$ cat src/rtl/ate_pkg.sv
package ate_pkg;

  localparam int DEPTH  = 64;
  localparam int IDX_W  = $clog2(DEPTH);
  localparam int CNT_W  = $clog2(DEPTH + 1);
  localparam int WORD_W = 32;
  localparam int KIND_W = 3;
  localparam int SLOT_W = 6;
  localparam int STAT_W = 2;
  localparam int LCNT_W = 7;

  typedef enum logic [KIND_W-1:0] {
    KIND_APPEND  = 3'd0,
    KIND_EDIT    = 3'd1,
    KIND_DELETE  = 3'd2,
    KIND_SEARCH  = 3'd3,
    KIND_DEL_ALL = 3'd4,
    KIND_READ    = 3'd5
  } kind_e;

  typedef enum logic [STAT_W-1:0] {
    ST_OK    = 2'd0,
    ST_RANGE = 2'd1,
    ST_FULL  = 2'd2
  } status_e;

  typedef enum logic [2:0] {
    CELL_HOLD,
    CELL_WRITE,
    CELL_SHIFT,
    CELL_ROTATE,
    CELL_SWAP_EVEN,
    CELL_SWAP_ODD,
    CELL_CLEAN
  } cell_op_e;

  typedef struct packed {
    logic signed [WORD_W-1:0] word;
    logic                     dead;
  } cell_t;

  typedef struct packed {
    cell_op_e                 op;
    logic [IDX_W-1:0]         slot;
    logic signed [WORD_W-1:0] word;
  } cell_cmd_t;

endpackage

$ cat src/rtl/ate_cell.sv
module ate_cell (
  input  logic                     clk_i,
  input  logic                     rst_ni,
  input  logic [ate_pkg::IDX_W-1:0] idx_i,
  input  ate_pkg::cell_cmd_t       cmd_i,
  input  ate_pkg::cell_t           up_i,
  input  ate_pkg::cell_t           dn_i,
  output ate_pkg::cell_t           cell_o
);

  ate_pkg::cell_t cell_q, cell_d;
  logic           is_top;
  logic           is_lower;

  assign is_top   = (idx_i == ate_pkg::IDX_W'(ate_pkg::DEPTH - 1));
  // lower member of its pair in this sort phase
  assign is_lower = (cmd_i.op == ate_pkg::CELL_SWAP_EVEN) ? !idx_i[0] : idx_i[0];

  always_comb begin
    cell_d = cell_q;
    unique case (cmd_i.op)
      ate_pkg::CELL_WRITE: begin
        if (idx_i == cmd_i.slot) cell_d.word = cmd_i.word;
      end
      ate_pkg::CELL_SHIFT: begin
        if (idx_i >= cmd_i.slot) begin
          cell_d.word = is_top ? '0 : up_i.word;
          cell_d.dead = 1'b0;
        end
      end
      ate_pkg::CELL_ROTATE: cell_d = up_i;
      ate_pkg::CELL_SWAP_EVEN, ate_pkg::CELL_SWAP_ODD: begin
        // move dead words up past live ones
        if (is_lower) begin
          if (cell_q.dead && !up_i.dead) cell_d = up_i;
        end else begin
          if (dn_i.dead && !cell_q.dead) cell_d = dn_i;
        end
      end
      ate_pkg::CELL_CLEAN: begin
        if (cell_q.dead) cell_d = '0;
      end
      default: cell_d = cell_q;
    endcase
  end

  always_ff @(posedge clk_i or negedge rst_ni) begin
    if (!rst_ni) begin
      cell_q <= '0;
    end else begin
      cell_q <= cell_d;
    end
  end

  assign cell_o = cell_q;

endmodule

$ cat src/rtl/ate_ctrl.sv
module ate_ctrl (
  input  logic                              clk_i,
  input  logic                              rst_ni,
  input  logic                              start,
  output logic                              busy,
  input  logic [ate_pkg::KIND_W-1:0]        kind_i,
  input  logic [ate_pkg::SLOT_W-1:0]        slot_i,
  input  logic signed [ate_pkg::WORD_W-1:0] word_i,
  input  ate_pkg::cell_t                    head_i,
  output ate_pkg::cell_cmd_t                cmd_o,
  output ate_pkg::cell_t                    feed_o,
  output logic                              done_o,
  output logic [ate_pkg::STAT_W-1:0]        status_o,
  output logic                              found_o,
  output logic [ate_pkg::SLOT_W-1:0]        found_slot_o,
  output logic signed [ate_pkg::WORD_W-1:0] read_word_o,
  output logic [ate_pkg::LCNT_W-1:0]        live_count_o
);

  typedef enum logic [1:0] {S_IDLE, S_ROTATE, S_SORT, S_CLEAN} state_e;

  localparam logic [ate_pkg::IDX_W-1:0] LAST = ate_pkg::IDX_W'(ate_pkg::DEPTH - 1);

  state_e                            state_q;
  logic [ate_pkg::IDX_W-1:0]         i_q;
  logic [ate_pkg::CNT_W-1:0]         count_q;
  logic [ate_pkg::CNT_W-1:0]         ndead_q;
  ate_pkg::kind_e                    kind_q;
  logic signed [ate_pkg::WORD_W-1:0] key_q;
  logic [ate_pkg::IDX_W-1:0]         slot_q;
  logic                              done_q;
  ate_pkg::status_e                  status_q;
  logic                              found_q;
  logic [ate_pkg::IDX_W-1:0]         fslot_q;
  logic signed [ate_pkg::WORD_W-1:0] rword_q;

  ate_pkg::kind_e kind_in;
  logic           slot_ok;
  logic           full;
  logic           live_now;
  logic           hit;
  logic           mark;

  assign kind_in  = ate_pkg::kind_e'(kind_i);
  assign slot_ok  = int'(slot_i) < int'(count_q);
  assign full     = int'(count_q) >= ate_pkg::DEPTH;
  assign live_now = int'(i_q) < int'(count_q);
  assign hit      = (head_i.word == key_q);
  assign mark     = (kind_q == ate_pkg::KIND_DEL_ALL) && live_now && hit;

  always_comb begin
    cmd_o.op   = ate_pkg::CELL_HOLD;
    cmd_o.slot = ate_pkg::IDX_W'(slot_i);
    cmd_o.word = word_i;
    unique case (state_q)
      S_IDLE: begin
        if (start) begin
          unique case (kind_in)
            ate_pkg::KIND_APPEND: begin
              cmd_o.slot = ate_pkg::IDX_W'(count_q);
              if (!full) cmd_o.op = ate_pkg::CELL_WRITE;
            end
            ate_pkg::KIND_EDIT: begin
              if (slot_ok) cmd_o.op = ate_pkg::CELL_WRITE;
            end
            ate_pkg::KIND_DELETE: begin
              if (slot_ok) cmd_o.op = ate_pkg::CELL_SHIFT;
            end
            default: cmd_o.op = ate_pkg::CELL_HOLD;
          endcase
        end
      end
      S_ROTATE: cmd_o.op = ate_pkg::CELL_ROTATE;
      S_SORT:   cmd_o.op = i_q[0] ? ate_pkg::CELL_SWAP_ODD : ate_pkg::CELL_SWAP_EVEN;
      S_CLEAN:  cmd_o.op = ate_pkg::CELL_CLEAN;
      default:  cmd_o.op = ate_pkg::CELL_HOLD;
    endcase
  end

  // top cell input: the head word coming around; a dead top edge while sorting
  assign feed_o.word = head_i.word;
  assign feed_o.dead = (state_q == S_SORT) ? 1'b1 : mark;

  always_ff @(posedge clk_i or negedge rst_ni) begin
    if (!rst_ni) begin
      state_q  <= S_IDLE;
      i_q      <= '0;
      count_q  <= '0;
      ndead_q  <= '0;
      kind_q   <= ate_pkg::KIND_APPEND;
      key_q    <= '0;
      slot_q   <= '0;
      done_q   <= 1'b0;
      status_q <= ate_pkg::ST_OK;
      found_q  <= 1'b0;
      fslot_q  <= '0;
      rword_q  <= '0;
    end else begin
      done_q <= 1'b0;
      unique case (state_q)
        S_IDLE: begin
          if (start) begin
            status_q <= ate_pkg::ST_OK;
            found_q  <= 1'b0;
            fslot_q  <= '0;
            rword_q  <= '0;
            kind_q   <= kind_in;
            key_q    <= word_i;
            slot_q   <= ate_pkg::IDX_W'(slot_i);
            i_q      <= '0;
            ndead_q  <= '0;
            unique case (kind_in)
              ate_pkg::KIND_APPEND: begin
                if (full) status_q <= ate_pkg::ST_FULL;
                else      count_q  <= count_q + 1'b1;
                done_q <= 1'b1;
              end
              ate_pkg::KIND_EDIT: begin
                if (!slot_ok) status_q <= ate_pkg::ST_RANGE;
                done_q <= 1'b1;
              end
              ate_pkg::KIND_DELETE: begin
                if (!slot_ok) status_q <= ate_pkg::ST_RANGE;
                else          count_q  <= count_q - 1'b1;
                done_q <= 1'b1;
              end
              ate_pkg::KIND_SEARCH, ate_pkg::KIND_DEL_ALL: state_q <= S_ROTATE;
              ate_pkg::KIND_READ: begin
                if (!slot_ok) begin
                  status_q <= ate_pkg::ST_RANGE;
                  done_q   <= 1'b1;
                end else begin
                  state_q <= S_ROTATE;
                end
              end
              default: done_q <= 1'b1;
            endcase
          end
        end
        S_ROTATE: begin
          i_q <= i_q + 1'b1;
          if (kind_q == ate_pkg::KIND_READ && i_q == slot_q) rword_q <= head_i.word;
          if (kind_q == ate_pkg::KIND_SEARCH && !found_q && live_now && hit) begin
            found_q <= 1'b1;
            fslot_q <= i_q;
          end
          if (mark) ndead_q <= ndead_q + 1'b1;
          if (i_q == LAST) begin
            i_q <= '0;
            if (kind_q == ate_pkg::KIND_DEL_ALL) begin
              state_q <= S_SORT;
            end else begin
              state_q <= S_IDLE;
              done_q  <= 1'b1;
            end
          end
        end
        S_SORT: begin
          i_q <= i_q + 1'b1;
          if (i_q == LAST) begin
            i_q     <= '0;
            state_q <= S_CLEAN;
          end
        end
        S_CLEAN: begin
          count_q <= count_q - ndead_q;
          state_q <= S_IDLE;
          done_q  <= 1'b1;
        end
        default: state_q <= S_IDLE;
      endcase
    end
  end

  assign busy         = (state_q != S_IDLE);
  assign done_o       = done_q;
  assign status_o     = status_q;
  assign found_o      = found_q;
  assign found_slot_o = ate_pkg::SLOT_W'(fslot_q);
  assign read_word_o  = rword_q;
  assign live_count_o = ate_pkg::LCNT_W'(count_q);

endmodule

$ cat src/rtl/array_table_editor_unit.sv
// Operations: append, edit, delete at index and any rejected request give the
//   result in the cycle after accept; read and search take one full turn of
//   the cell ring; delete-all takes a ring turn, the sort phases and a clean step.
// Flow: one item at a time, taken at the edge that ends the strobe
//   cycle; no new item is taken while busy.
// Reset: asynchronous, active low; clears every cell and the count at once.
// Results are strobed for one cycle on done_o; the receiver cannot stall.
module array_table_editor_unit (
  input  logic                              clk_i,
  input  logic                              rst_ni,
  input  logic                              start,
  output logic                              busy,
  input  logic [ate_pkg::KIND_W-1:0]        kind_i,
  input  logic [ate_pkg::SLOT_W-1:0]        slot_i,
  input  logic signed [ate_pkg::WORD_W-1:0] word_i,
  output logic                              done_o,
  output logic [ate_pkg::STAT_W-1:0]        status_o,
  output logic                              found_o,
  output logic [ate_pkg::SLOT_W-1:0]        found_slot_o,
  output logic signed [ate_pkg::WORD_W-1:0] read_word_o,
  output logic [ate_pkg::LCNT_W-1:0]        live_count_o
);

  // The table lives in a row of DEPTH cells, cell k holding slot k.
  // Single-slot writes and the delete shift act on every cell at once,
  // each cell comparing its own index with the broadcast slot.
  // Read and search rotate the row once: the word in cell 0 goes around to
  // the top cell, so slot i is at the head while the turn counter reads i.
  // Delete-all marks matches during a turn, then runs DEPTH odd-even
  // transposition phases that push dead words past live ones without
  // reordering the survivors, and a last clean step zeroes the dead words.

  ate_pkg::cell_t     chain [ate_pkg::DEPTH];
  ate_pkg::cell_t     up_w  [ate_pkg::DEPTH];
  ate_pkg::cell_t     dn_w  [ate_pkg::DEPTH];
  ate_pkg::cell_cmd_t cmd;
  ate_pkg::cell_t     feed;

  ate_ctrl u_ctrl (
    .clk_i        (clk_i),
    .rst_ni       (rst_ni),
    .start        (start),
    .busy         (busy),
    .kind_i       (kind_i),
    .slot_i       (slot_i),
    .word_i       (word_i),
    .head_i       (chain[0]),
    .cmd_o        (cmd),
    .feed_o       (feed),
    .done_o       (done_o),
    .status_o     (status_o),
    .found_o      (found_o),
    .found_slot_o (found_slot_o),
    .read_word_o  (read_word_o),
    .live_count_o (live_count_o)
  );

  for (genvar k = 0; k < ate_pkg::DEPTH; k++) begin : g_cell
    // top cell takes the controller feed; cell 0 sees an idle neighbor below
    if (k == ate_pkg::DEPTH - 1) begin : g_top
      assign up_w[k] = feed;
    end else begin : g_mid
      assign up_w[k] = chain[k+1];
    end
    if (k == 0) begin : g_bot
      assign dn_w[k] = '0;
    end else begin : g_dn
      assign dn_w[k] = chain[k-1];
    end

    ate_cell u_cell (
      .clk_i  (clk_i),
      .rst_ni (rst_ni),
      .idx_i  (ate_pkg::IDX_W'(k)),
      .cmd_i  (cmd),
      .up_i   (up_w[k]),
      .dn_i   (dn_w[k]),
      .cell_o (chain[k])
    );
  end

  // never more live words than cells
  a_count_bound: assert property (@(posedge clk_i) disable iff (!rst_ni)
    int'(live_count_o) <= ate_pkg::DEPTH)
    else $error("live count above depth");

  // a result is shown only with the sequencer back at rest
  a_done_idle: assert property (@(posedge clk_i) disable iff (!rst_ni)
    done_o |-> !busy)
    else $error("result strobe while busy");

  // single-slot writes finish in the next cycle
  a_fast_ops: assert property (@(posedge clk_i) disable iff (!rst_ni)
    (start && !busy && (kind_i == ate_pkg::KIND_APPEND || kind_i == ate_pkg::KIND_EDIT))
    |=> (done_o && !busy))
    else $error("append or edit did not finish in one cycle");

  // search always walks the ring
  a_search_walk: assert property (@(posedge clk_i) disable iff (!rst_ni)
    (start && !busy && kind_i == ate_pkg::KIND_SEARCH) |=> (busy && !done_o))
    else $error("search did not start a ring turn");

endmodule
$ cat config.mk
export PLATFORM = sky130hd
export DESIGN_NAME = array_table_editor_unit
export DESIGN_NICKNAME = d
export VERILOG_FILES = /design/src/rtl/ate_pkg.sv /design/src/rtl/ate_cell.sv /design/src/rtl/ate_ctrl.sv /design/src/rtl/array_table_editor_unit.sv
export SDC_FILE = /design/constraint.sdc
export NUM_CORES = 2
export LEC_CHECK = 0
export ABC_CLOCK_PERIOD_IN_PS = 8000
export BUFFER_PORTS_ARGS = -buffer_cell sky130_fd_sc_hd__buf_4
export CAP_MARGIN = 20
export CELL_PAD_IN_SITES_DETAIL_PLACEMENT = 1
export CELL_PAD_IN_SITES_GLOBAL_PLACEMENT = 2
export CORE_MARGIN = 4
export CORE_UTILIZATION = 49
export DETAILED_ROUTE_END_ITERATION = 16
export PLACE_DENSITY = 0.82
export SLEW_MARGIN = 20
export SYNTH_ARGS = -nofsm -noshare
export SYNTH_HDL_FRONTEND = slang
export SYNTH_SLANG_ARGS = --single-unit
$ cat constraint.sdc
create_clock -name clk_i -period 8 [get_ports clk_i]
set_input_delay 1.6 -clock clk_i [delete_from_list [all_inputs] [get_ports clk_i]]
set_output_delay 1.6 -clock clk_i [all_outputs]
set_load 0.01 [all_outputs]
# Word level (Yosys, flattened, before mapping)
# Index checks and enable logic that the tools add are counted.
[word_totals]
output_inout_bits = 50
word_cells = 1466
reg_bits = 2217
inputBits = 44
[classes]
magnitude_cmp = 67
mux = 557
add_sub_neg = 5
n_reduce_logical = 283
eq_ne = 414
[ops]
columns = ["operator", "count"]
rows = [
  ["two-way mux 33 bit", 319],
  ["one-hot mux 32 bit (5 select lines)", 64],
  ["two-way mux 32 bit", 66],
  ["inequality test 2 x 1 -> 1 bit (second input constant)", 198],
  ["AND reduction 6 bit", 64],
  ["one-hot mux 1 bit (4 select lines)", 64],
  ["AND reduction 4 bit", 64],
  ["inequality test 3 x 2 -> 1 bit (second input constant)", 65],
  ["== test 6 bit (first input constant)", 32],
  ["greater-or-equal comparator 6 bit (first input constant)", 32],
  ["inequality test 3 x 1 -> 1 bit (second input constant)", 63],
  ["== test 5 x 6 -> 1 bit (first input constant)", 16],
  ["greater-or-equal comparator 5 x 6 -> 1 bit (first input constant)", 16],
  ["logical AND 1 bit", 70],
  ["zero test 1 bit", 65],
  ["one-hot mux 32 bit (2 select lines)", 1],
  ["== test 4 x 6 -> 1 bit (first input constant)", 8],
  ["greater-or-equal comparator 4 x 6 -> 1 bit (first input constant)", 8],
  ["one-hot mux 7 bit (2 select lines)", 3],
  ["two-way mux 7 bit", 5],
  ["== test 32 bit", 1],
  ["two-way mux 6 bit", 5],
  ["== test 3 x 6 -> 1 bit (first input constant)", 4],
  ["greater-or-equal comparator 3 x 6 -> 1 bit (first input constant)", 4],
  ["other kinds (40)", 89],
]

# Logic depth before layout (Yosys ltp)
[logic_depth]
depth_word = 9
mapped_depth = 17
ltp_nobuf = 14

# Modules after synthesis
# Synthesis repeated with hierarchy kept, for this count alone.
[hier_totals]
hier_cells = 20230
hier_area_um2 = 184993.7
[modules_own_cells]
columns = ["module", "instances", "seq_area_each_um2", "cells_each", "area_each_um2"]
rows = [
  ["ate_cell (g_cell[28].u_cell ...)", 44, 825.8, 306, 2787.7],
  ["ate_cell (g_cell[0].u_cell ...)", 20, 825.8, 306, 2807.7],
  ["ate_ctrl", 1, 2627.5, 644, 6174.7],
  ["array_table_editor_unit", 1, 0.0, 2, 7.5],
]

# Worst setup path before layout
# OpenSTA, ideal clock, no wires.
[synth_path]
kind = "in2reg"
startpoint = "input slot_i[4] (netlist name)"
endpoint = "register g_cell[46].u_cell.cell_q, in the netlist g_cell[46].u_cell.cell_o[10]"
setup_slack_ns = 3.369
cell_stages = 13
required_ns = 7.875
arrival_time_ns = 4.506
setup_ns = 0.125
path_buffers = 4
path_cell_list = "ha_1 -> nand4b_1 -> nor2_1 -> a21oi_1 -> o21a_2 -> buf_4 -> buf_4 -> buf_4 -> nor4_1 -> a22oi_1 -> o2111ai_1 -> buf_4 -> mux2_2"
[synth_between]
elab_chain_cells = 9
elab_cells_between_ends = 27
classes_between = "2 x order compare; 12 x eq/ne; 10 x mux; 3 x reduce/logical"
[synth_rtl]
columns = ["element", "line", "rtl"]
rows = [
  ["start: declaration", "array_table_editor_unit.sv:14", "input logic [ate_pkg::SLOT_W-1:0] slot_i,"],
  ["less-than comparator 6 x 7 -> 1 bit", "ate_ctrl.sv:45", "assign slot_ok = int'(slot_i) < int'(count_q);"],
  ["two-way mux 1 bit or two-way mux 2 bit (tied branches)", "ate_ctrl.sv:64, ate_ctrl.sv:67", ""],
  ["one-hot mux 3 bit (3 select lines)", "ate_ctrl.sv:58", "unique case (kind_in)"],
  ["two-way mux 9 bit", "ate_ctrl.sv:57", "if (start) begin"],
  ["one-hot mux 3 bit (4 select lines)", "ate_ctrl.sv:55", "unique case (state_q)"],
  ["== test 3 bit (on tied branches)", "ate_cell.sv:21, ate_cell.sv:17", ""],
  ["OR reduction 2 bit or two-way mux 1 bit (tied branches)", "ate_cell.sv:21, ate_cell.sv:17", ""],
  ["inequality test 3 x 2 -> 1 bit (no line), or another cell as far along", "--", ""],
  ["AND reduction 6 bit (no line) or one-hot mux 32 bit (5 select lines) (tied branches)", "--", ""],
  ["end signal: assignment", "ate_cell.sv:51", "cell_q <= cell_d;"],
  ["end: declaration", "ate_cell.sv:11", "ate_pkg::cell_t cell_q, cell_d;"],
]
# Several ways; a longest one is shown, not always the timed one.
# A chain may end at the register's enable or synchronous reset.

# Final worst setup path
[layout_path]
startpoint = "register u_ctrl.state_q[0]"
endpoint = "register g_cell[33].u_cell.cell_q, in the netlist g_cell[33].u_cell.cell_o[32]"
[layout_between]
elab_chain_cells = 6
elab_cells_between_ends = 24
classes_between = "1 x order compare; 15 x eq/ne; 4 x mux; 4 x reduce/logical"
[layout_rtl]
columns = ["element", "line", "rtl"]
rows = [
  ["start: declaration", "ate_ctrl.sv:24", "state_e state_q;"],
  ["start signal: assignment", "ate_ctrl.sv:86", "state_q <= S_IDLE;"],
  ["start signal: assignment", "ate_ctrl.sv:127", "ate_pkg::KIND_SEARCH, ate_pkg::KIND_DEL_ALL: state_q <= S_ROTATE;"],
  ["start signal: assignment", "ate_ctrl.sv:133", "state_q <= S_ROTATE;"],
  ["== test 2 bit, or another cell as far along", "ate_ctrl.sv:55", ""],
  ["one-hot mux 3 bit (4 select lines)", "ate_ctrl.sv:55", ""],
  ["== test 3 bit (on tied branches)", "ate_cell.sv:21, ate_cell.sv:17", ""],
  ["OR reduction 2 bit", "ate_cell.sv:21", "unique case (cmd_i.op)"],
  ["inequality test 3 x 2 -> 1 bit (no line), or another cell as far along", "--", ""],
  ["AND reduction 6 bit (no line)", "--", ""],
  ["end signal: assignment", "ate_cell.sv:51", ""],
  ["end: declaration", "ate_cell.sv:11", ""],
]
# Several ways; a longest one is shown, not always the timed one.

==> results by group <==
Detailed routing
  – Residual DRC count: 0
  – Antenna Violating Nets Remaining: 0
  – Detailed-route wire length: 384.9 mm
  – Via density: 7.291
  – Vias: 83,622
  – Initial drt markers: 8,874
  – DR WL/cell: 33.56 µm
  – Router iterations before antenna repair: 7

Timing
  – Final Max Slew Viols: 0
  – RSZ-0062 raised after global routing: false
  – Fmax: 159.7 MHz
  – Setup tns final: 0 ps
  – Final setup vio count: 0
  – Final min period: 6263 ps
  – Hold Vio Cnt, Final: 0
  – Tcrit/Tclk final: 0.7829
  – Setup Skew: 50.35 ps
  – Slew of the pin with the lowest slew margin: 1274 ps
  – Relative max-transition margin: 0.1508

Final layout
  – Final #Nets: 8,349
  – Layout Area Growth over Synthesis: 10.37%
  – Most frequent cells in the layout: dfrtp_1 (2,217), a221o_1 (1,986), mux2_2 (1,928)
  – Commonest non-fill, non-tap cell in the layout: dfrtp_1
  – Layout cells sized above 1: 0.3301

Yosys
  – Number of distinct library cells after synthesis: 89
  – Synth area leader: dfrtp_1
  – Syn_area_per_cell: 12.80 µm²
  – Top_reg_cell synth: dfrtp_1
  – Ys Warns: 0
  – Synth Area in XOR/XNOR: 0.003613
  – Yosys reg bits: 2,217
  – Async SR Flop Fraction: 1.000
  – Syn nets: 8,780
  – Syn Std Cell Area: 111,500 µm²
  – Largest cells by area after synthesis: dfrtp_1 (50%), mux2_2 (19%), a221o_1 (18%), clkbuf_1 (2.0%), buf_2 (1.4%)
  – Synth Area in Adders: 0.002648
  – Largest family of logic cells by synthesized area: compound AO/OA/AOI/OAI gates
  – Synth Area in Compound Gates: 0.2168
  – Number of flops mapped to enable cells by yosys: 0
  – Cells after Synth: 8,713
  – Synth top area share: 0.4975
  – Post-Synth Simple-Gate Area: 0.02838
  – Proportion of synthesized area in mux cells: 0.2101
  – Post-synthesis sequential area ratio: 0.4975

Worst setup path
  – CP Launch Type: flop
  – Register-to-register setup slack: 1740 ps
  – Crit-path max FO: 72
  – Critical Path AT: 7080 ps
  – Top delay family on crit path: buffers and inverters
  – Crit-path slowest cell: buf_4
  – Worst path max stage delay: 830 ps
  – CP bufs+invs: 6
  – CP Cell Sequence: inv_1 > ha_1 > inv_2 > nor2_1 > a21oi_1 > o21a_2 > buf_4 > nor2_4 > buf_4 > buf_4 > buf_4 > a221o_1 > mux2_2
  – Setup CP Type: reg2reg
  – Crit end category: flop
  – Most used cell, CP: buf_4
  – Data required time of the worst path: 8820 ps

Global route
  – Total gr overflow: 0
  – Vias in the first global route: 86,948
  – Largest net degree at the start of global routing: 189
  – First-pass GRT wire length: 582.0 mm
  – Total GRT Usage: 0.3190
  – Initial antenna violation count: 8

Clocking
  – Resize count post-CTS: 0
  – Post-CTS Setup Bufs: 0
  – CTS Sinks: 2,217
  – CTS tree: yes
  – CTS Buf Count: 235
  – H-tree depth: 4
  – Clock latency on the worst-skew pair: 900 ps
  – Clock transition at path regs: 60 ps
  – Clk buf depth: 3
  – Cts hold-fix bufs: 0
  – Root Buffer: clkbuf_16

Die
  – Die area: 235,300 µm²
  – Core Region: 225,500 µm²
  – Effective utilization at floorplan: 0.4944
  – Cell Rows: 174
  – Die width: 485.0 µm
  – Die Ht: 485.0 µm
  – # IOs: 94

Placement
  – GPL Wtd Cong: 0.9227
  – Port Buffers: 93
  – DP HPWL: 218.6 mm

Hold path
  – Hold Path Class: reg2reg

Outcome
  – Status: completed

Flow run
  – Max Cap Viol: 0
## metrics by stage
step                      hold WS (ps)  utilization  setup slack [ps]  instances  cell area [µm²]
final                            480.7       0.5457              1737      11469           123100
after global routing             520.7       0.5456              1476      11467           123100
after CTS                        486.0       0.5456              1860      11464           123000
after detailed placement         472.0       0.5093              1589      11035           114900
after global placement           453.5       0.5093              1670      11035           114900
after floorplan                  464.2            -              3369       8713           111500
## cells in the mapped netlist, drive strengths merged (6+ instances only)
| library cell | count |
|---|---|
| a2bb2oi | 12 |
| inv | 71 |
| o21a | 13 |
| a221o | 1986 |
| a21oi | 86 |
| ha | 22 |
| a21o | 43 |
| a22oi | 45 |
| nand2 | 290 |
| clkbuf | 604 |
| and3 | 8 |
| o21ai | 179 |
| or2 | 7 |
| buf | 399 |
| o31a | 6 |
| a41oi | 9 |
| o211ai | 9 |
| a211oi | 7 |
| nor3b | 6 |
| a22o | 11 |
| a222oi | 33 |
| xnor2 | 36 |
| o41ai | 11 |
| nor2 | 94 |
| o2111ai | 21 |
| and2 | 42 |
| dfrtp | 2217 |
| nand2b | 33 |
| nor2b | 16 |
| mux2i | 46 |
| a31oi | 35 |
| o22ai | 36 |
| xor2 | 10 |
| o31ai | 29 |
| a211o | 7 |
| or3 | 16 |
| nand4 | 25 |
| nor3 | 55 |
| nor4 | 17 |
| mux2 | 2030 |
| nand3 | 31 |
## cells by family (layout without fill, tap and decap cells)
logic type                 Yosys count  in the layout
muxes                             2076           2076
DFF                               2217           2217
other                                0              3
AOI/OAI and AO/OA                 2619           2619
buffers and inverters             1075            836
adders and majority gates           23             23
xor gates and xnor gates            46             46
and+or+nand+nor                    657            657
## routing by layer
layer  share of wire  global-route usage
met5        0.000034                   0
met4           0.044              0.1302
met3           0.072             0.05308
met2            0.45              0.4922
met1            0.43              0.4487
## sequential cells by signal, summed over array words and instances (netlist names), 2 cells and up, named ones only
signal and count:
g_cell.u_cell.cell_o 2112, u_ctrl.i_q 6, u_ctrl.read_word_o 32, u_ctrl.ndead_q 7, u_ctrl.slot_q 6, u_ctrl.live_count_o 7, u_ctrl.found_slot_o 6, u_ctrl.status_o 2
u_ctrl.kind_q 3, u_ctrl.key_q 32
## worst register-to-register path: stages (launching register included)
cell	delay, ps
dfrtp_1	410
inv_1	120
ha_1	770
inv_2	260
nor2_1	640
a21oi_1	220
o21a_2	450
buf_4	360
nor2_4	140
buf_4	610
buf_4	870
buf_4	880
a221o_1	330
mux2_2	150
## area by class of cell
cell class | count | area (µm²)
Antenna cell | 3 | 7.507
Clock buffer | 369 | 7252
Clock inverter | 60 | 920.9
Fill cell | 21927 | 102500
Inverter | 72 | 270.3
Multi-Input combinational cell | 5421 | 52180
Sequential cell | 2217 | 55480
Tap cell | 2992 | 3744
Timing Repair Buffer | 335 | 3223
## final timing paths
path | from | to | cells past startpoint
setup / recovery | u_ctrl.state_q[0]$_DFFE_PN0P_ | g_cell[33].u_cell.cell_o[32]$_DFFE_PN0P_ | 13
hold / removal | u_ctrl.read_word_o[29]$_DFFE_PN0P_ | u_ctrl.read_word_o[29]$_DFFE_PN0P_ | 2
setup reg to reg | u_ctrl.state_q[0]$_DFFE_PN0P_ | g_cell[33].u_cell.cell_o[32]$_DFFE_PN0P_ | 13
hold reg to reg | u_ctrl.read_word_o[29]$_DFFE_PN0P_ | u_ctrl.read_word_o[29]$_DFFE_PN0P_ | 2
max in group asynchronous | rst_ni | g_cell[28].u_cell.cell_o[21]$_DFFE_PN0P_ | 3
min in group asynchronous | rst_ni | u_ctrl.i_q[5]$_DFFE_PN0P_ | 1
Power is not shown: default switching activity piles up to over one toggle a cycle in this logic, so the estimate is an artifact.
